### config.mk
export PLATFORM = sky130hd
export DESIGN_NAME = cmrd_back
export DESIGN_NICKNAME = d
export VERILOG_FILES = /design/src/cmrd_pkg.sv /design/src/cmrd_back.sv
export SDC_FILE = /design/constraint.sdc
export NUM_CORES = 1
export LEC_CHECK = 0
export BUFFER_PORTS_ARGS = -buffer_cell sky130_fd_sc_hd__buf_2
export CAP_MARGIN = 10
export CORE_ASPECT_RATIO = 1.4
export CORE_MARGIN = 3
export CORE_UTILIZATION = 40
export CTS_CLUSTER_DIAMETER = 150
export DETAILED_ROUTE_END_ITERATION = 10
export GPL_ROUTABILITY_DRIVEN = 0
export PLACE_DENSITY = 0.82
export SETUP_SLACK_MARGIN = 0.05
export SLEW_MARGIN = 10
export SYNTH_ARGS = -nofsm -noshare
export SYNTH_HDL_FRONTEND = slang
export SYNTH_SLANG_ARGS = --single-unit
### constraint.sdc
create_clock -name clk_i -period 3.5 [get_ports clk_i]
set_clock_uncertainty 0.15 [all_clocks]
set_input_delay 0.175 -clock clk_i [delete_from_list [all_inputs] [get_ports clk_i]]
set_output_delay 0.175 -clock clk_i [all_outputs]
set_load 0.05 [all_outputs]
### src/cmrd_pkg.sv
// shared constants and types of the change-mask row delta encoder
package cmrd_pkg;

  localparam int unsigned ROW_BYTES_DEF        = 32;
  localparam int unsigned SEGMENT_BYTES_DEF    = 256;
  localparam int unsigned MAX_SAMPLE_BYTES_DEF = 4096;

  // tag byte plus four mask bytes ahead of the changed bytes
  localparam int unsigned HEADER_LEN = 5;
  localparam int unsigned MASK_W     = 32;
  localparam int unsigned COUNT_W    = 6;
  localparam int unsigned SAMPLE_W   = 13;
  localparam int unsigned CFG_AW     = 3;
  localparam int unsigned FIFO_DEPTH = 2;

  localparam logic [SAMPLE_W-1:0] SAMPLE_SIZE_RST = 13'd4096;
  localparam logic [7:0]          TAG_BASE_RST    = 8'd32;

  // register index, taken from paddr[2]
  localparam logic REG_SAMPLE_SIZE = 1'b0;
  localparam logic REG_TAG_BASE    = 1'b1;

  typedef enum logic [1:0] {
    F_CLEAR,
    F_IDLE,
    F_CMP
  } front_state_e;

  typedef struct packed {
    logic [7:0]         tag;
    logic [MASK_W-1:0]  mask;
    logic [COUNT_W-1:0] count;
  } row_desc_t;

  typedef struct packed {
    logic full;
    logic empty;
    logic wr_slot;
    logic rd_slot;
  } fifo_stat_t;

endpackage

### src/cmrd_back.sv
// back end: streams tag, mask bytes and changed bytes of each queued row
module cmrd_back import cmrd_pkg::*; #(
  parameter int unsigned ROW_BYTES = ROW_BYTES_DEF,
  localparam int unsigned BW = (ROW_BYTES > 1) ? $clog2(ROW_BYTES) : 1
) (
  input  logic        clk_i,
  input  logic        rst_ni,
  input  row_desc_t   head_i,
  input  fifo_stat_t  stat_i,
  output logic        pop_o,
  output logic        buf_re_o,
  output logic [BW:0] buf_raddr_o,
  input  logic [7:0]  buf_rdata_i,
  output logic        out_valid_o,
  input  logic        out_ready_i,
  output logic [7:0]  out_byte_o,
  output logic        last_of_row_o
);

  localparam int unsigned KW = $clog2(ROW_BYTES + HEADER_LEN + 1);

  logic [KW-1:0] k_q, k_d;
  logic          pend_q, pend_d;
  logic          out_valid_q, out_valid_d;
  logic [7:0]    out_byte_q;
  logic          out_last_q;

  logic          active;
  logic          can_load;
  logic          is_hdr;
  logic          load;
  logic          last;
  logic [KW-1:0] n_elem;
  logic [KW-1:0] k_after;
  logic [KW-1:0] data_idx;
  logic [1:0]    mb;
  logic [7:0]    hdr_byte;
  logic [7:0]    byte_nx;

  assign active   = !stat_i.empty;
  assign can_load = !out_valid_q || out_ready_i;
  assign n_elem   = KW'(HEADER_LEN) + KW'(head_i.count);
  assign is_hdr   = (k_q < KW'(HEADER_LEN));
  // data bytes load only once their ram read has come back
  assign load     = active && can_load && (is_hdr || pend_q);
  assign last     = (k_q == n_elem - KW'(1));
  assign k_after  = load ? (last ? '0 : k_q + KW'(1)) : k_q;
  assign data_idx = k_after - KW'(HEADER_LEN);

  // prefetch the next changed byte so the stream runs one byte a cycle while the output is not stalled
  assign buf_re_o    = active && (k_after >= KW'(HEADER_LEN)) && (k_after < n_elem) &&
                       (load || !pend_q);
  assign buf_raddr_o = {stat_i.rd_slot, data_idx[BW-1:0]};

  assign mb       = 2'(k_q - KW'(1));
  assign hdr_byte = (k_q == '0) ? head_i.tag : head_i.mask[{mb, 3'b000} +: 8];
  assign byte_nx  = is_hdr ? hdr_byte : buf_rdata_i;

  assign pop_o = load && last;

  always_comb begin
    k_d         = k_after;
    pend_d      = buf_re_o || (pend_q && !load);
    out_valid_d = load ? 1'b1 : (out_ready_i ? 1'b0 : out_valid_q);
  end

  always_ff @(posedge clk_i or negedge rst_ni) begin
    if (!rst_ni) begin
      k_q         <= '0;
      pend_q      <= 1'b0;
      out_valid_q <= 1'b0;
    end else begin
      k_q         <= k_d;
      pend_q      <= pend_d;
      out_valid_q <= out_valid_d;
    end
  end

  always_ff @(posedge clk_i) begin
    if (load) begin
      out_byte_q <= byte_nx;
      out_last_q <= last;
    end
  end

  assign out_valid_o   = out_valid_q;
  assign out_byte_o    = out_byte_q;
  assign last_of_row_o = out_last_q;

endmodule

==> results.toml <==
[setup_path]
cpMaxStageDelayCell = "or4_4"
critPathLaunchType = "input pin"
arrival_ns = 3.31
cp_top_family = "simple AND/OR/NAND/NOR gates"
worstSetupPathType = "in2out"
cp-end-kind = "output pin"
cp_num_buf_inv = 2
crit_top_cell = "buf_6"
crit_fanout = 6
max_stage_delay_ns = 0.48
cp_cell_sequence = "buf_6 > ha_4 > nand3b_1 > a21oi_1 > or3_1 > xnor2_1 > or4_4 > a21oi_2 > mux2i_1 > ha_1 > nor2b_1 > o21ai_1 > o311ai_1 > a211o_1 > a21oi_4 > buf_6"
cp_data_required_time_ns = 3.17

[pwr]
cellLeakagePower_nw = 1.29
p_switching_mw = 1.04
cellInternalPower_mw = 1.08
switching_share_pct = 49.0
ir_drop_v = 0.000574
p_seq_share_pct = 14.5
power.density_nw_per_um2 = 776
power_frac_comb_pct = 78.4
p_clk_share_pct = 7.1

[synthesis]
synth_warnings = 0
synth_nets = 267
yosys_most_used_dff = "edfxtp_1"
ys_ff_latch = 17
syn_inst = 194
syn_area_sq_um = 1770
synth_async_sr_flop_share_pct = 47.1
yosysUniqueCellTypes = 47
ys_top_cells_by_area = "edfxtp_1, dfrtp_1, mux4_2"
yosys.area.top_type = "edfxtp_1"
ys_seq_area_share_pct = 26.6
synth_top_area_share_pct = 15.3
avgSynthCellArea_sq_um = 9.11
synth-edff-count = 9

[sta]
tns_ns = -0.130
hold_violations = 0
setup_viol = 1
fmax_ghz = 0.275
rsz0062_at_grt = "yes"
finalWorstSetupSlack_ns = -0.130
worstMarginPinSlew_ns = 0.894
period_share_pct = 104
finalCriticalPeriod_ns = 3.63
slew_viol_final = 0
max_slew_margin_pct = 40.0

[clocking]
clockBufferDepth = 2
cts_tree = "done"
cts-root-buf = "clkbuf_8"
clkTransAtPathRegs_ns = 0.07
cts_inserted_buffers = 3
htree_levels = 1
clock_latency_ns = 0.25
cts.sinks = 17

[grt]
grt_pass1_vias = 1881
antenna_found_initial = 0
grt_remaining_overflow = 0
grt_pass1_wl_um = 8400
grt_max_degree = 17
grt_use_total_pct = 19.8

[die]
die_h_um = 84.6
rows = 28
fp.dieArea_sq_um = 5260
ios = 79
core-area_sq_um = 4240
die_x_um = 62.2
initial_core_util_pct = 41.7

[drt]
via_count = 1874
route.detailed.drc = 0
routedWlPerCell_um = 15.4
drtIter0Drc = 92
firstDrtPassIters = 4
vias_per_cell = 5.25
wl_um = 5510
route.antenna.remaining_nets = 0

[placement]
post-place-ws_ns = -0.318
hpwl_um = 4150
dp_cells = 347
port_buffers = 74

[cells_and_area]
area_growth_pct = 54.6
antenna_cells = 0
drive_gt1_share_pct = 53.2
fin_cells = 357
fin_nets = 371
fillerInstances = 337

[outcome]
run_status = "finished, violations left"
violations = "setup timing"

[run]
maxCapViolCount = 0

[min_path]
hold_path_class = "in2reg"
cells in the mapped netlist, drive strengths merged (2+ instances only):
| master | instances |
|---|---|
| nand2 | 22 |
| o21ai | 21 |
| ha | 12 |
| xnor2 | 12 |
| mux2i | 11 |
| nor2 | 10 |
| buf | 9 |
| edfxtp | 9 |
| nor3 | 9 |
| dfrtp | 8 |
| mux4 | 8 |
| xor2 | 8 |
| inv | 7 |
| clkbuf | 6 |
| nand3 | 6 |
| a21oi | 5 |
| and3 | 3 |
| nor2b | 3 |
| nand3b | 2 |
| nand4 | 2 |
| o21a | 2 |
| or3 | 2 |
cell families after synthesis:
group / Yosys count / share of synthesized area, %
and+or+nand+nor: 66 / 18.8
AOI/OAI and AO/OA: 36 / 12.7
buffers and inverters: 23 / 5.95
xor gates and xnor gates: 20 / 10.3
muxes: 20 / 17.1
DFF: 17 / 26.6
adders and majority gates: 12 / 8.50
sequential cells by signal, indices dropped and copies added, names as in the netlist:
name and flops:
k_q 6, last_of_row_o 1, out_byte_o 8, out_valid_o 1
pend_q 1
tightest hold or removal path: cells and delay by family:
kind	cells	cell delay (ns)
AOI/OAI and AO/OA	1	0.05
buffers and inverters	1	0.08
and+or+nand+nor	1	0.03
worst paths after layout:
check / from / end / slack [ns] / cells after the start
max in group asynchronous: rst_ni / k_q[0] / 2.86 / 2
setup reg to reg: k_q[1] / pend_q / 0.44 / 12
hold reg to reg: out_valid_o / out_valid_o / 0.43 / 2
setup / recovery: head_i[1] / buf_re_o / -0.13 / 16
hold / removal: buf_rdata_i[4] / out_byte_o[4] / 0.05 / 3
min in group asynchronous: rst_ni / k_q[5] / 0.15 / 2
routing by layer:
layer	global-route usage, %	up-vias	routed length [um]
met1	20.5	881	2010
met5	0	-	0
met4	9.86	0	200
li1	-	903	-
met2	39.0	70	3060
met3	1.74	20	235
timing repair:
action / 4_1_cts / 5_1_grt
pin swaps: 8 / 12
buffers inserted: 1 / 4
resized for setup: 17 / 25
endpoints found under the setup margin: 3 / 3
endpoints found under the hold margin: 8 / 0
hold buffers: 1 / 0
cells in the final DEF, fill, tap and decap left out, types with 2 or more instances in the layout:
cell      Yosys  final
inv_2         1      4
o21ai_0      19     15
nor3_1        9      8
xnor2_1      12     11
a21oi_2       0      2
a21oi_1       5      2
ha_4          0      4
buf_6         1      9
buf_2         3     69
xor2_2        1      3
nand3b_1      2      2
nand3_2       0      2
edfxtp_1      9      9
mux2i_1      11     11
ha_1         12      8
nor2b_1       3      2
inv_1         6      3
mux4_2        8      8
nand3_1       6      4
nand4_1       2      2
buf_4         2     34
nand2_4       0      2
xor2_1        7      5
nor2_1       10      8
o21ai_1       1      5
dfrtp_1       8      8
nand2_1      22     20
and3_1        3      3
clkbuf_8      0      3
cell type report:
type	count	area, sq um	share of cell area (%)
tap	60	75.1	2.75
sequential	17	470	17.2
clock buffer	4	45.0	1.65
multi-input combinational	154	1380	50.5
timing repair buffer	114	732	26.8
inverter	8	30.0	1.10
stage by stage:
| step | power (mW) | hold WS [ns] | util [%] | area (sq um) |
|---|---|---|---|---|
| CTS | 1.97 | 0.0511 | 61.5 | 2610 |
| floorplan | 1.37 | -0.271 | - | 1880 |
| global route | 2.25 | 0.0647 | 64.4 | 2730 |
| detailed placement | 1.75 | -0.119 | 58.4 | 2480 |
| global placement | 1.72 | -0.118 | 58.4 | 2480 |
| finish | 2.12 | 0.0500 | 64.4 | 2730 |
power by group through the flow:
stage	logic, mW	clock network, mW	registers [mW]
after floorplan	1.01	0	0.360
after global routing	1.77	0.162	0.315
after CTS	1.51	0.153	0.310
after global placement	1.41	0	0.312
after detailed placement	1.44	0	0.314
final	1.66	0.150	0.307
No activity file was read; power rests on OpenSTA's default activity.
