===== src/cmrd_pkg.sv =====
// shared constants and types of the change-mask row delta encoder
package cmrd_pkg;

  localparam int unsigned ROW_BYTES_DEF        = 32;
  localparam int unsigned SEGMENT_BYTES_DEF    = 256;
  localparam int unsigned MAX_SAMPLE_BYTES_DEF = 4096;

  // tag byte plus four mask bytes ahead of the changed bytes
  localparam int unsigned HEADER_LEN = 5;
  localparam int unsigned MASK_W     = 32;
  localparam int unsigned COUNT_W    = 6;
  localparam int unsigned SAMPLE_W   = 13;
  localparam int unsigned CFG_AW     = 3;
  localparam int unsigned FIFO_DEPTH = 2;

  localparam logic [SAMPLE_W-1:0] SAMPLE_SIZE_RST = 13'd4096;
  localparam logic [7:0]          TAG_BASE_RST    = 8'd32;

  // register index, taken from paddr[2]
  localparam logic REG_SAMPLE_SIZE = 1'b0;
  localparam logic REG_TAG_BASE    = 1'b1;

  typedef enum logic [1:0] {
    F_CLEAR,
    F_IDLE,
    F_CMP
  } front_state_e;

  typedef struct packed {
    logic [7:0]         tag;
    logic [MASK_W-1:0]  mask;
    logic [COUNT_W-1:0] count;
  } row_desc_t;

  typedef struct packed {
    logic full;
    logic empty;
    logic wr_slot;
    logic rd_slot;
  } fifo_stat_t;

endpackage


===== src/cmrd_row_fifo.sv =====
// two-entry queue of finished row descriptors between front and back
module cmrd_row_fifo import cmrd_pkg::*; (
  input  logic       clk_i,
  input  logic       rst_ni,
  input  logic       push_i,
  input  row_desc_t  desc_i,
  input  logic       pop_i,
  output row_desc_t  head_o,
  output fifo_stat_t stat_o
);

  row_desc_t  entry_q [FIFO_DEPTH];
  logic       wr_q, wr_d;
  logic       rd_q, rd_d;
  logic [1:0] cnt_q, cnt_d;

  always_comb begin
    wr_d  = push_i ? ~wr_q : wr_q;
    rd_d  = pop_i ? ~rd_q : rd_q;
    cnt_d = cnt_q + 2'(push_i) - 2'(pop_i);
  end

  always_ff @(posedge clk_i or negedge rst_ni) begin
    if (!rst_ni) begin
      wr_q  <= 1'b0;
      rd_q  <= 1'b0;
      cnt_q <= '0;
    end else begin
      wr_q  <= wr_d;
      rd_q  <= rd_d;
      cnt_q <= cnt_d;
    end
  end

  always_ff @(posedge clk_i) begin
    if (push_i) begin
      entry_q[wr_q] <= desc_i;
    end
  end

  assign head_o         = entry_q[rd_q];
  assign stat_o.full    = (cnt_q == 2'(FIFO_DEPTH));
  assign stat_o.empty   = (cnt_q == '0);
  assign stat_o.wr_slot = wr_q;
  assign stat_o.rd_slot = rd_q;

endmodule


===== config.mk =====
export PLATFORM = sky130hd
export DESIGN_NAME = cmrd_row_fifo
export DESIGN_NICKNAME = d
export VERILOG_FILES = /design/src/cmrd_pkg.sv /design/src/cmrd_row_fifo.sv
export SDC_FILE = /design/constraint.sdc
export NUM_CORES = 1
export LEC_CHECK = 0
export BUFFER_PORTS_ARGS = -buffer_cell sky130_fd_sc_hd__buf_2
export CORE_MARGIN = 8
export CORE_UTILIZATION = 47
export DETAILED_ROUTE_END_ITERATION = 8
export PLACE_DENSITY_LB_ADDON = 0.25
export SLEW_MARGIN = 20
export SYNTH_ARGS = -nofsm -noshare
export SYNTH_HDL_FRONTEND = slang
export SYNTH_SLANG_ARGS = --single-unit

===== constraint.sdc =====
create_clock -name clk_i -period 3.07 [get_ports clk_i]
set_clock_uncertainty 0.1 [all_clocks]
set_input_delay 0.307 -clock clk_i [delete_from_list [all_inputs] [get_ports clk_i]]
set_output_delay 0.307 -clock clk_i [all_outputs]
set_load 0.1 [all_outputs]

==> flow_summary.yaml, run 1 <==
cells_and_area:
  n_antenna_cell: 0
  fin_nets: 321
  area_growth_pct: 23.18
  layout-drive-gt1-share: 0.6131
worst_setup_path:
  required_ns: 2.66
  cp-endpoint: "head_o[1]"
  worst-path-max-fanout: 25
  r2r-end: "entry_q[0][12]"
  end_kind: "primary output"
  slowest_delay_ns: 0.79
  ff2ff_path_depth: 2
  r2r_slack_ns: 1.49
  worst_path_max_delay_cell: "dfrtp_2"
  critical_path_arrival_ns: 2.09
  timing.rr.start: "wr_q"
  cp-startpoint: "rd_q"
  crit_chain: "buf_12, mux2_2, buf_2"
  setup.worst_path.start_class: "register"
  path_class: "register to primary output"
sta:
  setup_slack_ns: 0.5747
  period_minus_slack_ns: 2.495
  worst_pin_slew_ns: 0.6462
  slew_viol_final: 0
  fin_tns_setup_ns: 0
  fin_crit_sh: 0.8128
  rsz0062_at_grt: "false"
  max_slew_margin: 0.5692
  finalHoldViolCount: 0
  setup-violations-final: 0
  max_freq_mhz: 400.8
route:
  finalWirelength_um: 6430
  met1Wirelength_um: 2649
  drc: 0
  dr_wl_met2_um: 3131
  first_iter_violations: 56
  viasPerCell: 4.745
  drtAntennaViolNets: 0
  wl_per_cell_um: 17.10
  dr_total_vias: 1784
  dr.pass1.iters: 4
  top_layer_used: "met4"
  met3WireLength_um: 576
clock_tree:
  post-cts-setup-buffers: 0
  numCtsBuffers: 9
  cts_root_buf: "clkbuf_8"
  cts_sinks: 96
  clk_pin_slew_ns: 0.09
  tritoncts: "built"
  cts_buffer_depth: 2
  ctsHtreeMaxLevel: 3
  clkLatencyLatePin_ns: 0.34
synthesis:
  syn_nets: 212
  synth_cells: 160
  synth_top_cell_area_share: 0.7559
  synth_flop_cell: "edfxtp_1"
  synth_edf_count: 92
  async_reset_ff_frac: 0.04167
  syn-cell-area_um2: 3655
  synth_most_common_cell: "edfxtp_1"
  synth.avg_cell_area_um2: 22.84
  synth-seq-area-share: 0.7833
  ys_top_cells_by_count: "edfxtp_1, mux2_4, mux2_2"
  synth_top_area_cell: "edfxtp_1"
  synth_area_leaders: "edfxtp_1, mux2_4, mux2_2, dfrtp_1, buf_6"
  ys_ff_latch: 96
  ys_warn_count: 0
  ys_types: 14
place:
  dpl.hpwl_um: 4651
  pre_cts_ws_ns: 0.9217
  place.gp.congestion: 0.6609
  portBuffers: 99
floorplan:
  fp.dieW_um: 104.2
  start_util: 0.4779
  fp.dieArea_um2: 10850
  core-area_um2: 7647
  ios: 100
  die_h_um: 104.2
  row_count: 32
worst_hold_path:
  hp-class: "primary input to register"
run:
  max-cap-violations: 0
grt:
  grt_overflow: 0
  antenna_found_initial: 0
  grt_max_degree: 26
  grt_pass1_vias: 1995
  grt_pass1_wl_um: 10230
  track_usage: 0.1203
status:
  status: "complete, no violations"
==> critical path: cells and delay by family (launching register included) <==
| kind | cells | cell delay, ns |
|---|---|---|
| buffers and inverters | 2 | 0.59 |
| flip-flops | 1 | 0.79 |
| multiplexers | 1 | 0.35 |
==> routing by layer <==
metal / up-vias / global-route usage
met4: 0 / 0.05584
li1: 837 / -
met1: 871 / 0.1337
met3: 7 / 0.05266
met5: - / 0
met2: 69 / 0.1948
==> how the worst min path moves through the flow <==
| stage | startpoint | to | slack, ns | depth (start not counted) |
|---|---|---|---|---|
| 6_report | desc_i[43] | entry_q[0][43] | 0.04 | 1 |
| 5_1_grt | desc_i[43] | entry_q[1][43] | 0.02 | 1 |
| 4_1_cts | desc_i[39] | entry_q[1][39] | 0.03 | 1 |
| 3_5_place_dp | rst_ni | cnt_q[0] | 0.02 | 1 |
| 3_3_place_gp | rst_ni | wr_q | 0.02 | 1 |
| 2_1_floorplan | rst_ni | cnt_q[0] | -0.09 | 0 |
==> repair_timing <==
action | CTS | global route
resized for setup | 0 | 0
hold buffers | 1 | 0
hold endpoints to repair | 4 | 0
==> stage by stage <==
stage	hold WS [ns]	cell area (um2)	util	std cells
4_1_cts	0.02527	4502	0.5887	376
2_1_floorplan	-0.08859	3655	-	160
6_report	0.04365	4502	0.5887	376
3_3_place_gp	0.02161	4273	0.5587	359
3_5_place_dp	0.02261	4273	0.5587	359
5_1_grt	0.01501	4502	0.5887	376
==> cell type report <==
type	instances	area, um2
well taps	102	127.6
clock inverters	7	95.09
fillers	582	3146
multi-input cells	55	728.2
flip-flops and latches	96	2864
clock buffers	9	123.9
repair buffers	105	555.5
inverters	2	7.507
==> cells in the final DEF (no fill, tap or decap) <==
cell and instances:
buf_2 99, edfxtp_1 92, mux2_4 30, mux2_2 16
clkbuf_8 9, buf_4 4, dfrtp_1 3, inv_1 2
xor2_1 2, ha_1 2, bufinv_16 2, clkinv_4 2
xor3_1 1, nor2b_1 1, nor2_1 1, and2_2 1
nor2b_4 1, clkinv_1 1, inv_6 1, clkinv_2 1
dlygate4sd3_1 1, buf_12 1, dfrtp_2 1
==> kinds of logic after synthesis <==
family,count (synthesis),synth area share
simple gates,4,0.006162
flops,96,0.7833
mux,46,0.1725
xor+xnor,3,0.01130
fa+ha+maj,2,0.006846
buf+inv,9,0.01985
==> state kept, by name, summed over array words and instances, names as in the netlist <==
name / flops
cnt_q: 2
entry_q: 92
rd_q: 1
wr_q: 1
Power of run 1 is not shown: default switching activity piles up to over one toggle a cycle in this logic, so the estimate is an artifact.
==> inputs of run 2 (changes only) <==
CORE_UTILIZATION = 52   (was 47)
clock period = 2.55 ns   (was 3.07 ns; I/O delays follow)
==> run 2 against run 1 <==
Via count increased by 7.8%. Hold slack got worse by 0.027 ns. Design area increased by 8.6%. Count of clock-buffer cells in the layout increased by 1.
==> flow_summary.yaml, run 2 (same netlist as run 1, synthesis figures left out) <==
status:
  status: "complete, no violations"
clock_tree:
  tritoncts: "built"
  cts_root_buf: "clkbuf_8"
  numCtsBuffers: 9
  post-cts-setup-buffers: 0
  clk_pin_slew_ns: 0.08
  cts_sinks: 96
  ctsResizeCount: 0
  ctsHtreeMaxLevel: 3
  clkLatencyLatePin_ns: 0.34
  cts_buffer_depth: 2
sta:
  fin_crit_sh: 0.8373
  max_slew_margin: 0.6663
  max_freq_mhz: 468.4
  worst_pin_slew_ns: 0.5005
  period_minus_slack_ns: 2.135
  slew_viol_final: 0
  setup-violations-final: 0
  finalHoldViolCount: 0
  fin_tns_setup_ns: 0
  rsz0062_at_grt: "false"
worst_setup_path:
  critical_path_arrival_ns: 1.78
  setup.worst_path.start_class: "register"
  path_class: "register to primary output"
  worst-path-max-fanout: 26
  end_kind: "primary output"
  required_ns: 2.19
floorplan:
  core-area_um2: 6794
  start_util: 0.5379
  die_h_um: 99.84
  fp.dieW_um: 99.84
  fp.dieArea_um2: 9967
  ios: 100
  row_count: 30
cells_and_area:
  fin_nets: 365
  largest_reg_flops: 92
  n_antenna_cell: 0
  area_growth_pct: 33.82
  final_common_cell: "buf_2"
  mostFrequentLayoutCells: "buf_2, edfxtp_1, dlygate4sd3_1"
  reg.largest.list: "entry_q: 92 flops, cnt_q: 2 flops"
  nFillCells: 445
  layout-drive-gt1-share: 0.5253
  top_register: "entry_q"
  multi_input_area_um2: 728.2
  seq_area_um2: 2864
  finish.cell_count_without_fillers: 412
grt:
  grt_pass1_vias: 2190
  track_usage: 0.1400
  grt_overflow: 0
  grt_max_degree: 29
  antenna_found_initial: 0
  grt_pass1_wl_um: 10630
place:
  dpl.hpwl_um: 4541
  place.gp.congestion: 0.6882
  place_inst: 353
  portBuffers: 99
route:
  first_iter_violations: 39
  wl_per_cell_um: 16.67
  dr.pass1.iters: 4
  drc: 0
  drtAntennaViolNets: 0
  dr_total_vias: 1923
  finalWirelength_um: 6866
  viasPerCell: 4.667
worst_hold_path:
  hp-class: "primary input to register"
run:
  max-cap-violations: 0
[run 2: changes by cell type in the layout (fill, tap and decap cells not counted)]
cell	change
bufinv_16	-1
clkbuf_1	+1
clkinv_1	-1
clkinv_2	+1
clkinv_4	-2
clkinvlp_4	+1
dlygate4sd3_1	+44
inv_6	-1
[run 2: repair_timing]
item / in CTS / in global routing
hold buffers: 44 / 1
endpoints found under the setup margin: 0 / 0
endpoints found under the hold margin: 87 / 2
[run 2: layer usage]
metal  global-route usage  routed length, um  part of all wire  vias up
li1                     -                  -                 -      924
met1               0.1475               2687              0.39      924
met2               0.2422               3561              0.52       66
met3              0.05744                522             0.076        9
met4              0.05704                 94             0.014        0
met5                    0                  0                 0        -
[run 2: path summary, 6_finish.rpt]
check                           slack (ns)  cells after the start              to       start
max in group asynchronous             2.06                      2            rd_q      rst_ni
worst min register to register        0.46                      1            wr_q        wr_q
worst max register to register        0.93                      2  entry_q[1][37]        wr_q
worst min-delay path                  0.02                      1  entry_q[0][11]  desc_i[11]
min in group asynchronous             0.15                      2            wr_q      rst_ni
worst max-delay path                  0.41                      3      head_o[41]        rd_q
[run 2: worst max-delay path, stage by stage (launching register included)]
cell and delay (ns):
dfrtp_2 0.36, buf_4 0.39, mux2_2 0.40, buf_2 0.29
[run 2: stage by stage]
step	util	hold WS (ns)	setup slack [ns]	area, um2
2_1_floorplan	-	-0.1406	0.4082	3657
3_3_place_gp	0.6278	-0.03228	0.7997	4265
3_5_place_dp	0.6278	-0.02751	0.7731	4265
4_1_cts	0.7184	0.0008351	0.3878	4881
5_1_grt	0.7199	0.002429	0.3448	4891
6_report	0.7199	0.01714	0.4148	4891
[run 2: final cells by class]
type / instances / area share
sequential: 96 / 0.5856
inverter: 2 / 0.001535
clock buffer: 10 / 0.02609
tap: 96 / 0.02456
clock inverter: 4 / 0.009721
timing repair buffer: 149 / 0.2036
multi-input combinational: 55 / 0.1489
Power of run 2 is left out for the same reason.
