File: config.mk
export PLATFORM = sky130hd
export DESIGN_NAME = cmrd_ram
export DESIGN_NICKNAME = d
export VERILOG_FILES = /design/src/cmrd_ram.sv
export SDC_FILE = /design/constraint.sdc
export NUM_CORES = 1
export LEC_CHECK = 0
export BUFFER_PORTS_ARGS = -buffer_cell sky130_fd_sc_hd__buf_2
export CAP_MARGIN = 20
export CORE_MARGIN = 2
export CORE_UTILIZATION = 50
export DETAILED_ROUTE_END_ITERATION = 7
export GPL_TIMING_DRIVEN = 0
export PLACE_DENSITY = 0.66
export SETUP_SLACK_MARGIN = 0.02
export SYNTH_ARGS = -nofsm -noshare
export SYNTH_HDL_FRONTEND = slang
export SYNTH_SLANG_ARGS = --single-unit
File: constraint.sdc
create_clock -name clk_i -period 2.3 [get_ports clk_i]
set_input_delay 0.23 -clock clk_i [delete_from_list [all_inputs] [get_ports clk_i]]
set_output_delay 0.23 -clock clk_i [all_outputs]
set_load 0.01 [all_outputs]
File: src/cmrd_ram.sv
// generic single-write, single-read ram with registered read data
module cmrd_ram #(
  parameter int unsigned WIDTH = 8,
  parameter int unsigned DEPTH = 64,
  localparam int unsigned AW   = (DEPTH > 1) ? $clog2(DEPTH) : 1
) (
  input  logic             clk_i,
  input  logic             we_i,
  input  logic [AW-1:0]    waddr_i,
  input  logic [WIDTH-1:0] wdata_i,
  input  logic             re_i,
  input  logic [AW-1:0]    raddr_i,
  output logic [WIDTH-1:0] rdata_o
);

  logic [WIDTH-1:0] mem_q [DEPTH];
  logic [WIDTH-1:0] rdata_q;

  always_ff @(posedge clk_i) begin
    if (we_i) begin
      mem_q[waddr_i] <= wdata_i;
    end
    if (re_i) begin
      rdata_q <= mem_q[raddr_i];
    end
  end

  assign rdata_o = rdata_q;

endmodule

==> parameters.txt, run 1 <==
Parameter                              Value

Synth
  Primary flip-flop cell chosen by synthesis mapping ... sky130_fd_sc_hd__edfxtp_1
  Sequential-to-total area share from yosys stat ... 0.771
  Top cells by area, synth ... sky130_fd_sc_hd__edfxtp_1 (77%), sky130_fd_sc_hd__mux4_2 (14%), sky130_fd_sc_hd__nor2_1 (1.5%)
  Gate count of the mapped netlist ... between 900 and 1000
  Number of synthesized flops with an enable pin ... 520
  Leading area contributor after synthesis ... sky130_fd_sc_hd__edfxtp_1
  Syn Std Cell Area ... 20200 um2
  Number of unique standard cell types used by synthesis ... 39
  Synthesized netlist net count ... about 960
  Synthesized area per cell ... approximately 22 um2
  Number of flip-flops and latches in the synthesized netlist ... 520
  Count of warnings emitted by yosys ... 0
  Async set-or-reset flop fraction in the synthesized netlist ... 0
  Top-area cell type share of the netlist area ... 0.771

Setup path
  Cell with the largest stage delay on the worst path ... sky130_fd_sc_hd__clkbuf_1
  CP most frequent cell ... sky130_fd_sc_hd__nor2_1
  Data required time at the worst endpoint ... 2.58 ns
  Worst setup startpoint ... raddr_i[3]
  FF-to-FF Start ... mem_q[20][6]
  Critical Path Start Type ... input port
  Peak per-stage delay on the critical path ... 0.62 ns
  Maximum fanout count along the critical path ... 10
  Type of element capturing the critical path ... flop
  Startpoint-to-endpoint class of the critical path ... input port to flop
  Signal arrival time at the worst endpoint ... 2.56 ns
  Critical-path cell list ... buf_2 -> clkbuf_1 -> mux4_2 -> nor2_1 -> nor2_1 -> nor3_1 -> o32ai_1
  Internal reg-to-reg setup slack ... 0.03 ns

Cells and area
  Most common library cell in the layout ignoring fill and taps ... sky130_fd_sc_hd__edfxtp_1
  Number of fill cells in the layout ... between 2000 and 3000
  ANT cells ... 0
  Multi-input combinational cell area ... 4320 um2
  Filler-free cell count of the finished design ... ~1600
  Net count, final ... about 1000
  Share of layout cells above drive strength 1 ... 0.263
  Core utilization of the finished layout ... 0.574
  Layout overhead on the synthesized area ... 12.9%
  Sequential cell area ... approximately 16000 um2
  Most used cells in the layout excluding fill and tap cells ... sky130_fd_sc_hd__edfxtp_1 (520), sky130_fd_sc_hd__mux4_2 (126), sky130_fd_sc_hd__nor2_1 (83)

Die
  Total Die Area ... ~42000 um2
  CORE AREA ... approximately 40000 um2
  Die height ... 205 um
  Placement row count ... 73
  Initial core utilization ... 0.508
  Number of primary I/O pins ... 31
  Floorplan die width ... ~200 um

Pwr
  Lkg Pwr ... between 0.007 and 0.008 uW
  Maximum resistive drop on vdd ... 0.517 mV
  Power per Cell Area ... ~870 nW/um2

Global route
  Number of antenna violations at the first check in global routing ... 3
  Global router's overall resource usage ... 0.233
  First-pass GRT wire length ... between 60000 and 70000 um
  Via count of the first global-routing pass ... around 10000
  Maximum number of pins on one net before global-route repair ... 65
  Total grt overflow ... 0

CTS
  Cts bufs inserted ... 51
  CTS tree ... built
  Clock Sinks ... between 500 and 600
  Clock root buffer ... sky130_fd_sc_hd__clkbuf_16
  Maximum buffer depth of the clock tree ... 3
  Later-pin clock latency in the skew report ... roughly 0.57 ns
  Number of buffers inserted by hold repair at cts ... 0
  Number of levels the H-tree was split into ... 2
  Setup bufs post-CTS ... 0
  CTS clk-pin slew, worst paths ... 0.06 ns

STA
  Post-route fraction of the period consumed by the critical path ... 0.991
  Minimum clock period ... approximately 2.3 ns
  Unrepaired setup endpoints after global routing ... false
  Total of endpoints with negative setup slack in the final report ... 0
  Max Clock Freq ... ~440 MHz
  Pins Over Slew Limit ... 0
  Worst relative slew slack ... 0.315
  Actual transition at the worst max-transition pin ... between 1 and 1.5 ns
  Clock Skews ... 0.0159 ns
  Number of endpoints with negative hold slack in the final report ... 0

Route
  Routed WL per cell ... 29.9 um
  Detailed route wirelength on metal3 ... 3690 um
  Top Metal Used ... met5
  Number of iterations in the first detailed-routing pass ... 8
  Via-per-instance ratio ... 6.24
  Post-detailed-route DRC marker count ... 0
  Residual antenna-violating net count after detailed routing ... 0
  Routed Wire Length ... 47500 um
  Vias after detailed routing ... between 9000 and 10000
  DR WL met2 ... roughly 22000 um
  Wire length the detailed router placed on met1 ... between 20000 and 25000 um
  Iteration-0 DRC count of the detailed router ... approximately 1300

Min path
  Hold Path Origin ... re_i
  Type of the tightest min-delay check ... input port to flop

Run status
  Run status ... complete, no violations

Place
  # placed instances ... around 1500
  Routability Congestion ... approximately 0.98
  Number of input and output port buffers inserted ... 22
  Half-perimeter wire length of the detailed placement result ... approximately 30000 um

Job
  Number of max-cap violations ... 0
## Yosys cell counts, drive strengths merged, types with 2 or more instances
master	count
nand2b	7
o2bb2ai	3
nor3	7
edfxtp	520
nor2	83
nand3b	3
nor4	2
a221oi	6
mux2i	23
o32ai	2
o22ai	8
buf	34
mux4	126
o21a	2
clkbuf	17
nand3	13
o21ai	4
a21oi	3
a22oi	3
o41ai	2
nand4	2
o221ai	8
o221a	2
nand2	19
nor2b	14
o2111ai	3
a2111oi	2
a211oi	4
mux2	13
## logic make-up after synthesis
kind of cell,Yosys count,share of synthesized area
AO/OA/AOI/OAI,54,0.0206
buffers and inverters,51,0.0156
flip-flops,520,0.771
multiplexers,162,0.159
AND/OR/NAND/NOR,153,0.0337
## power breakdown
| part | leakage, uW | internal [uW] | switching [uW] |
|---|---|---|---|
| logic | 0.00164 | 396 | 673 |
| registers | 0.00469 | 10500 | 16.7 |
| clock network | 0.000805 | 4860 | 3410 |
## metrics by stage
step	setup TNS (ns)	cell area, um2	hold WS, ns	worst slack (ns)	power, uW
after floorplan	0	20200	0.329	0.264	11300
after global placement	-13.13	21000	0.635	-0.891	11700
after detailed placement	-20.71	21000	0.640	-0.931	11800
after CTS	0	22700	0.0482	0.0375	19900
after global routing	0	22900	0.0513	0.0383	20400
final	0	22900	0.0528	0.0203	19900
## metal layers
metal / vias to the layer above / track usage
met3: 81 / 0.0377
met2: 472 / 0.358
met1: 5250 / 0.347
met5: - / 0
li1: 4107 / -
met4: 6 / 0.0719
## worst max-delay path, delay by kind of cell
kind,cells,cell delay (ns)
AOI/OAI and AO/OA,1,0.56
buffers and inverters,2,0.92
muxes,1,0.35
and+or+nand+nor,3,0.47
## flip-flops by register name, summed over array words and instances, names as in the netlist
name / flops
rdata_o: 8
mem_q: 512
## area by class of cell
type,instances,share of cell area
Sequential cell,520,0.683
Timing Repair Buffer,32,0.0128
Multi-Input combinational cell,369,0.189
Clock inverter,30,0.0129
Buffer,50,0.0142
Tap cell,525,0.0287
Clock buffer,62,0.0595
## worst paths after layout
| kind | end | cells after the start |
|---|---|---|
| setup reg to reg | rdata_o[6] | 5 |
| hold reg to reg | rdata_o[7] | 4 |
| setup / recovery | rdata_o[6] | 7 |
| hold / removal | rdata_o[7] | 1 |
## repair_timing
action	CTS	global route
endpoints found under the setup margin	5	6
gates resized for setup	6	9
gates cloned	0	0
Power figures use the tool's default switching activity.
==> inputs of run 2 (changes only) <==
--- a/config.mk
+++ b/config.mk
@@ -9,6 +9,7 @@
 export CAP_MARGIN = 20
 export CORE_MARGIN = 2
 export CORE_UTILIZATION = 50
+export CTS_BUF_LIST = sky130_fd_sc_hd__clkbuf_8
 export DETAILED_ROUTE_END_ITERATION = 7
 export GPL_TIMING_DRIVEN = 0
 export PLACE_DENSITY = 0.66
==> run 2 against run 1 <==
Die area is the same. Count of clock-buffer cells in the layout grew 22. Global-route usage grew 0.33 points. Critical endpoint unchanged.
==> parameters.txt, run 2 (synthesized netlist as in run 1, its figures left out) <==
Parameter                              Value

Global route
  First-pass GRT wire length ... approximately 69000 um
  Number of antenna violations at the first check in global routing ... 2
  Total grt overflow ... 0
  Via count of the first global-routing pass ... a little over 10000
  Maximum number of pins on one net before global-route repair ... 65
  Global router's overall resource usage ... 0.236

Pwr
  Power per Cell Area ... 825 nW/um2
  Lkg Pwr ... 0.00718 uW
  Maximum resistive drop on vdd ... ~0.44 mV
  Post-route total power ... 18700 uW

Route
  Post-detailed-route DRC marker count ... 0
  Number of iterations in the first detailed-routing pass ... 5
  Iteration-0 DRC count of the detailed router ... 1323
  Residual antenna-violating net count after detailed routing ... 0
  Vias after detailed routing ... 10031
  Routed Wire Length ... between 40000 and 50000 um
  Via-per-instance ratio ... slightly above 6
  Routed WL per cell ... 29.1 um

Place
  Number of input and output port buffers inserted ... 22
  Routability Congestion ... around 0.98
  Post-Place Worst Slack ... -0.931 ns
  Half-perimeter wire length of the detailed placement result ... 30100 um

STA
  Total of endpoints with negative setup slack in the final report ... 0
  Max Clock Freq ... 439 MHz
  Pins Over Slew Limit ... 0
  Setup WS post-layout ... just over 0.02 ns
  Number of endpoints with negative hold slack in the final report ... 0
  Clock Skews ... 0.0411 ns
  Final total negative setup slack ... 0 ns
  Actual transition at the worst max-transition pin ... roughly 1.0 ns
  Post-route fraction of the period consumed by the critical path ... 0.991
  Worst relative slew slack ... 0.328
  Minimum clock period ... 2.28 ns
  Unrepaired setup endpoints after global routing ... true

Setup path
  Data required time at the worst endpoint ... 2.63 ns
  Critical Path Start Type ... input port
  Type of element capturing the critical path ... flop
  Signal arrival time at the worst endpoint ... approximately 2.6 ns
  Maximum fanout count along the critical path ... 10
  Startpoint-to-endpoint class of the critical path ... input port to flop
  Cell count of the worst reg-to-reg path ... 5

CTS
  CTS clk-pin slew, worst paths ... approximately 0.060 ns
  CTS tree ... built
  Cts bufs inserted ... 83
  Clock Sinks ... 520
  Maximum buffer depth of the clock tree ... 3
  Number of levels the H-tree was split into ... 3
  Later-pin clock latency in the skew report ... about 0.65 ns
  Clock root buffer ... sky130_fd_sc_hd__clkbuf_8

Cells and area
  Most common library cell in the layout ignoring fill and taps ... sky130_fd_sc_hd__edfxtp_1
  Layout overhead on the synthesized area ... 12.3%
  Register name with the most flops ... mem_q
  Share of layout cells above drive strength 1 ... 0.274
  Most used cells in the layout excluding fill and tap cells ... sky130_fd_sc_hd__edfxtp_1 (520), sky130_fd_sc_hd__mux4_2 (126), sky130_fd_sc_hd__clkbuf_8 (84)
  Max reg flops ... just over 500
  Net count, final ... roughly 1100

Die
  Number of primary I/O pins ... 31
  Placement row count ... 73
  Total Die Area ... ~42000 um2
  Initial core utilization ... 0.508
  CORE AREA ... around 40000 um2
  Floorplan die width ... 205 um
  Die height ... between 200 and 250 um

Job
  Number of max-cap violations ... 0

Min path
  Hold-critical path depth ... 1
  Type of the tightest min-delay check ... input port to flop

Run status
  Run status ... complete, no violations
[run 2: what timing repair did]
action                     CTS  global route
setup buffers                0             0
resized for setup            5             2
hold buffers                 2             3
hold endpoints to repair    20            29
pin swaps                    0             0
setup endpoints to repair    5             5
[run 2: cell type report]
class                      instances  area (um2)
timing repair buffer              37         335
buffer                            51         332
clock inverter                    60         312
tap                              525         657
sequential                       520       15600
antenna                            1        2.50
fill                            3045       17100
clock buffer                      84        1160
multi-input combinational        369        4320
[run 2: worst paths after layout]
| check | start | end | slack (ns) |
|---|---|---|---|
| min reg2reg | mem_q[2][7] | rdata_o[7] | 1.04 |
| max | raddr_i[1] | rdata_o[6] | 0.02 |
| min | wdata_i[3] | mem_q[52][3] | 0.004 |
| max reg2reg | mem_q[28][6] | rdata_o[6] | 0.04 |
[run 2: worst max-delay path: stages]
cell and delay (ns):
sky130_fd_sc_hd__buf_4 0.19, sky130_fd_sc_hd__buf_2 0.36, sky130_fd_sc_hd__clkdlybuf4s15_2 0.59, sky130_fd_sc_hd__nand2_1 0.29
sky130_fd_sc_hd__o221ai_1 0.27, sky130_fd_sc_hd__nor2_1 0.12, sky130_fd_sc_hd__nor3_1 0.31, sky130_fd_sc_hd__o32ai_1 0.22
[run 2: metal layers]
| layer | global-route usage | share of wire | vias to the layer above |
|---|---|---|---|
| li1 | - | - | 4191 |
| met1 | 0.342 | 0.42 | 5264 |
| met2 | 0.365 | 0.47 | 496 |
| met3 | 0.0443 | 0.085 | 76 |
| met4 | 0.0807 | 0.023 | 4 |
| met5 | 0 | 0.00048 | - |
[run 2: where the power goes]
group / switching [uW] / internal (uW) / leakage, uW
clock network: 3530 / 3620 / 0.000843
registers: 16.6 / 10500 / 0.00469
logic: 674 / 401 / 0.00166
[run 2: through the flow]
stage	hold WS [ns]	cell area (um2)	instances	utilization
after floorplan	0.329	20200	940	-
after global placement	0.635	21000	1487	0.528
after detailed placement	0.640	21000	1490	0.529
after CTS	0.136	22600	1636	0.566
after global routing	0.00391	22700	1646	0.571
final	0.00412	22700	1647	0.571
==> inputs of run 3 (changes only) <==
--- a/config.mk
+++ b/config.mk
@@ -7,12 +7,14 @@
 export LEC_CHECK = 0
 export BUFFER_PORTS_ARGS = -buffer_cell sky130_fd_sc_hd__buf_2
 export CAP_MARGIN = 20
+export CELL_PAD_IN_SITES_DETAIL_PLACEMENT = 2
+export CELL_PAD_IN_SITES_GLOBAL_PLACEMENT = 2
 export CORE_MARGIN = 2
 export CORE_UTILIZATION = 50
 export CTS_BUF_LIST = sky130_fd_sc_hd__clkbuf_8
 export DETAILED_ROUTE_END_ITERATION = 7
 export GPL_TIMING_DRIVEN = 0
-export PLACE_DENSITY = 0.66
+export PLACE_DENSITY = 0.88
 export SETUP_SLACK_MARGIN = 0.02
 export SYNTH_ARGS = -nofsm -noshare
 export SYNTH_HDL_FRONTEND = slang
==> constraint.sdc (replaced) <==
create_clock -name clk_i -period 2.3 [get_ports clk_i]
set_input_delay 0 -clock clk_i [delete_from_list [all_inputs] [get_ports clk_i]]
set_output_delay 0 -clock clk_i [all_outputs]
set_load 0.01 [all_outputs]
==> run 3 against run 2 <==
Register-to-register slack lost 0.04 ns. Sequential share of layout area fell by 0.46 points. Highest routed layer unchanged. Sequential power is essentially flat. Critical path depth is 3 lower. Critical path type is now flop to flop. Worst hold slack gained 0.073 ns. Maximum frequency fell by 0.74%. Largest power group unchanged. Global-route usage grew 12 points. Clock power grew 11%. Wire length up 53%. Combinational power grew 15%.
==> parameters.txt, run 3 (synthesized netlist as in run 1, its figures left out) <==
Parameter                              Value

Cells and area
  Most used cells in the layout excluding fill and tap cells ... sky130_fd_sc_hd__edfxtp_1 (520), sky130_fd_sc_hd__mux4_2 (126), sky130_fd_sc_hd__clkbuf_8 (88)
  Post-route cell area ... ~23000 um2
  Max reg flops ... around 500
  Share of layout cells above drive strength 1 ... 0.283
  Filler-free cell count of the finished design ... about 1700
  Register name with the most flops ... mem_q
  Layout overhead on the synthesized area ... 13.0%
  Most common library cell in the layout ignoring fill and taps ... sky130_fd_sc_hd__edfxtp_1
  Net count, final ... about 1100

CTS
  Number of levels the H-tree was split into ... 3
  Maximum buffer depth of the clock tree ... 3
  Cts bufs inserted ... 86
  CTS clk-pin slew, worst paths ... around 0.070 ns
  CTS tree ... built
  Clock Sinks ... 520
  Clock root buffer ... sky130_fd_sc_hd__clkbuf_8
  Later-pin clock latency in the skew report ... 0.70 ns

Route
  Post-detailed-route DRC marker count ... 0
  Iteration-0 DRC count of the detailed router ... 1881
  Via-per-instance ratio ... 6.96
  Residual antenna-violating net count after detailed routing ... 0
  Routed WL per cell ... between 40 and 50 um
  Routed Wire Length ... around 73000 um
  Vias after detailed routing ... 11531
  Number of iterations in the first detailed-routing pass ... 5

Global route
  GR Util met1 ... 0.486
  Maximum number of pins on one net before global-route repair ... between 60 and 70
  Total grt overflow ... 0
  Met2 Use GR ... 0.546
  Global router's overall resource usage ... 0.361
  Number of antenna violations at the first check in global routing ... 6
  Global-route layer with the greatest usage ... met2
  Global routing usage on met3 ... 0.102
  First-pass GRT wire length ... slightly above 100000 um
  Via count of the first global-routing pass ... between 10000 and 15000

STA
  Number of endpoints with negative hold slack in the final report ... 0
  Post-route fraction of the period consumed by the critical path ... 0.998
  Worst relative slew slack ... 0.206
  Max Clock Freq ... 435 MHz
  Actual transition at the worst max-transition pin ... roughly 1.2 ns
  Minimum clock period ... 2.30 ns
  Clock Skews ... between 0.04 and 0.05 ns
  Total of endpoints with negative setup slack in the final report ... 0
  Pins Over Slew Limit ... 0
  Unrepaired setup endpoints after global routing ... false
  Final worst hold slack ... between 0.07 and 0.08 ns

Setup path
  Signal arrival time at the worst endpoint ... around 2.7 ns
  Cell count of the worst reg-to-reg path ... 5
  FF-to-FF Start ... mem_q[20][4]
  Data required time at the worst endpoint ... about 2.7 ns
  Type of element capturing the critical path ... flop
  Internal reg-to-reg setup slack ... around 0.0035 ns
  Endpoint of the worst setup timing path ... rdata_o[4]
  Startpoint-to-endpoint class of the critical path ... flop to flop
  Critical Path Start Type ... flop
  Maximum fanout count along the critical path ... 1
  Worst setup startpoint ... mem_q[20][4]
  Crit Reg-Reg Endpoint ... rdata_o[4]

Die
  Total Die Area ... about 42000 um2
  Die height ... between 200 and 250 um
  Number of primary I/O pins ... 31
  Placement row count ... 73
  CORE AREA ... between 30000 and 40000 um2
  Floorplan die width ... between 200 and 250 um
  Initial core utilization ... 0.508

Run status
  Run status ... complete, no violations

Pwr
  Maximum resistive drop on vdd ... ~0.45 mV
  Design internal power ... 14700 uW
  Reported net switching power ... around 5000 uW
  Power per Cell Area ... approximately 860 nW/um2
  Switch share ... 0.254
  Lkg Pwr ... 0.00725 uW
  Post-route total power ... 19700 uW
  Clock power share ... 0.402
  Power share of the combinational group ... 0.063
  Part of the power in registers ... 0.535

Place
  Routability Congestion ... between 0.8 and 0.9
  Placed cell area ... between 20000 and 25000 um2
  Number of input and output port buffers inserted ... 22
  # placed instances ... ~1500
  Half-perimeter wire length of the detailed placement result ... 43700 um

Job
  Number of max-cap violations ... 0

Min path
  Type of the tightest min-delay check ... input port to flop
[run 3: stage by stage]
stage                     setup TNS [ns]  setup WS [ns]   util
final                                  0        0.00346  0.575
after global routing                   0        0.00612  0.574
after CTS                              0         0.0207  0.569
after detailed placement          -32.29          -1.07  0.528
after global placement             -4.41         -0.659  0.528
after floorplan                        0          0.470      -
[run 3: layout make-up]
class	count	area, um2
clock buffers	88	1210
clock inverters	61	305
repair buffers	42	337
multi-input cells	369	4420
plain buffers	50	333
diodes	2	5.00
flip-flops and latches	520	15600
fillers	3256	16900
well taps	525	657
[run 3: power by group through the flow]
stage,Sequential (uW),Clock (uW),Combinational [uW]
finish,10500,7920,1230
global route,10500,8240,1260
CTS,10600,7900,1170
detailed placement,10700,0,1110
global placement,10700,0,1010
floorplan,10700,0,559
[run 3: repair_timing]
action                                  4_1_cts  5_1_grt
hold endpoints to repair                     10      196
pin swaps                                     1        0
buffers inserted                              0        0
resized for setup                            18        8
endpoints found under the setup margin        6        4
hold buffers                                  2        8
[run 3: how the worst min path moves through the flow]
stage	start	to	slack (ns)	depth (start not counted)
final	waddr_i[0]	mem_q[49][4]	0.08	3
after global routing	waddr_i[0]	mem_q[49][4]	0.07	3
after global placement	re_i	rdata_o[7]	0.34	1
after floorplan	wdata_i[0]	mem_q[0][0]	0.1	0
after detailed placement	re_i	rdata_o[5]	0.37	1
after CTS	waddr_i[1]	mem_q[48][2]	0.04	2
[run 3: routing by layer]
metal / up-vias / share of wire
met5: - / 0.00023
met4: 4 / 0.052
met3: 229 / 0.11
met2: 958 / 0.46
met1: 6127 / 0.38
li1: 4213 / -
[run 3: worst max-delay path, cell delays in order (launching register included)]
cell and delay, ns:
sky130_fd_sc_hd__edfxtp_1 0.42, sky130_fd_sc_hd__mux4_2 0.51, sky130_fd_sc_hd__mux2_2 0.31, sky130_fd_sc_hd__o221a_2 0.30
sky130_fd_sc_hd__nor3_4 0.25, sky130_fd_sc_hd__o32ai_1 0.20
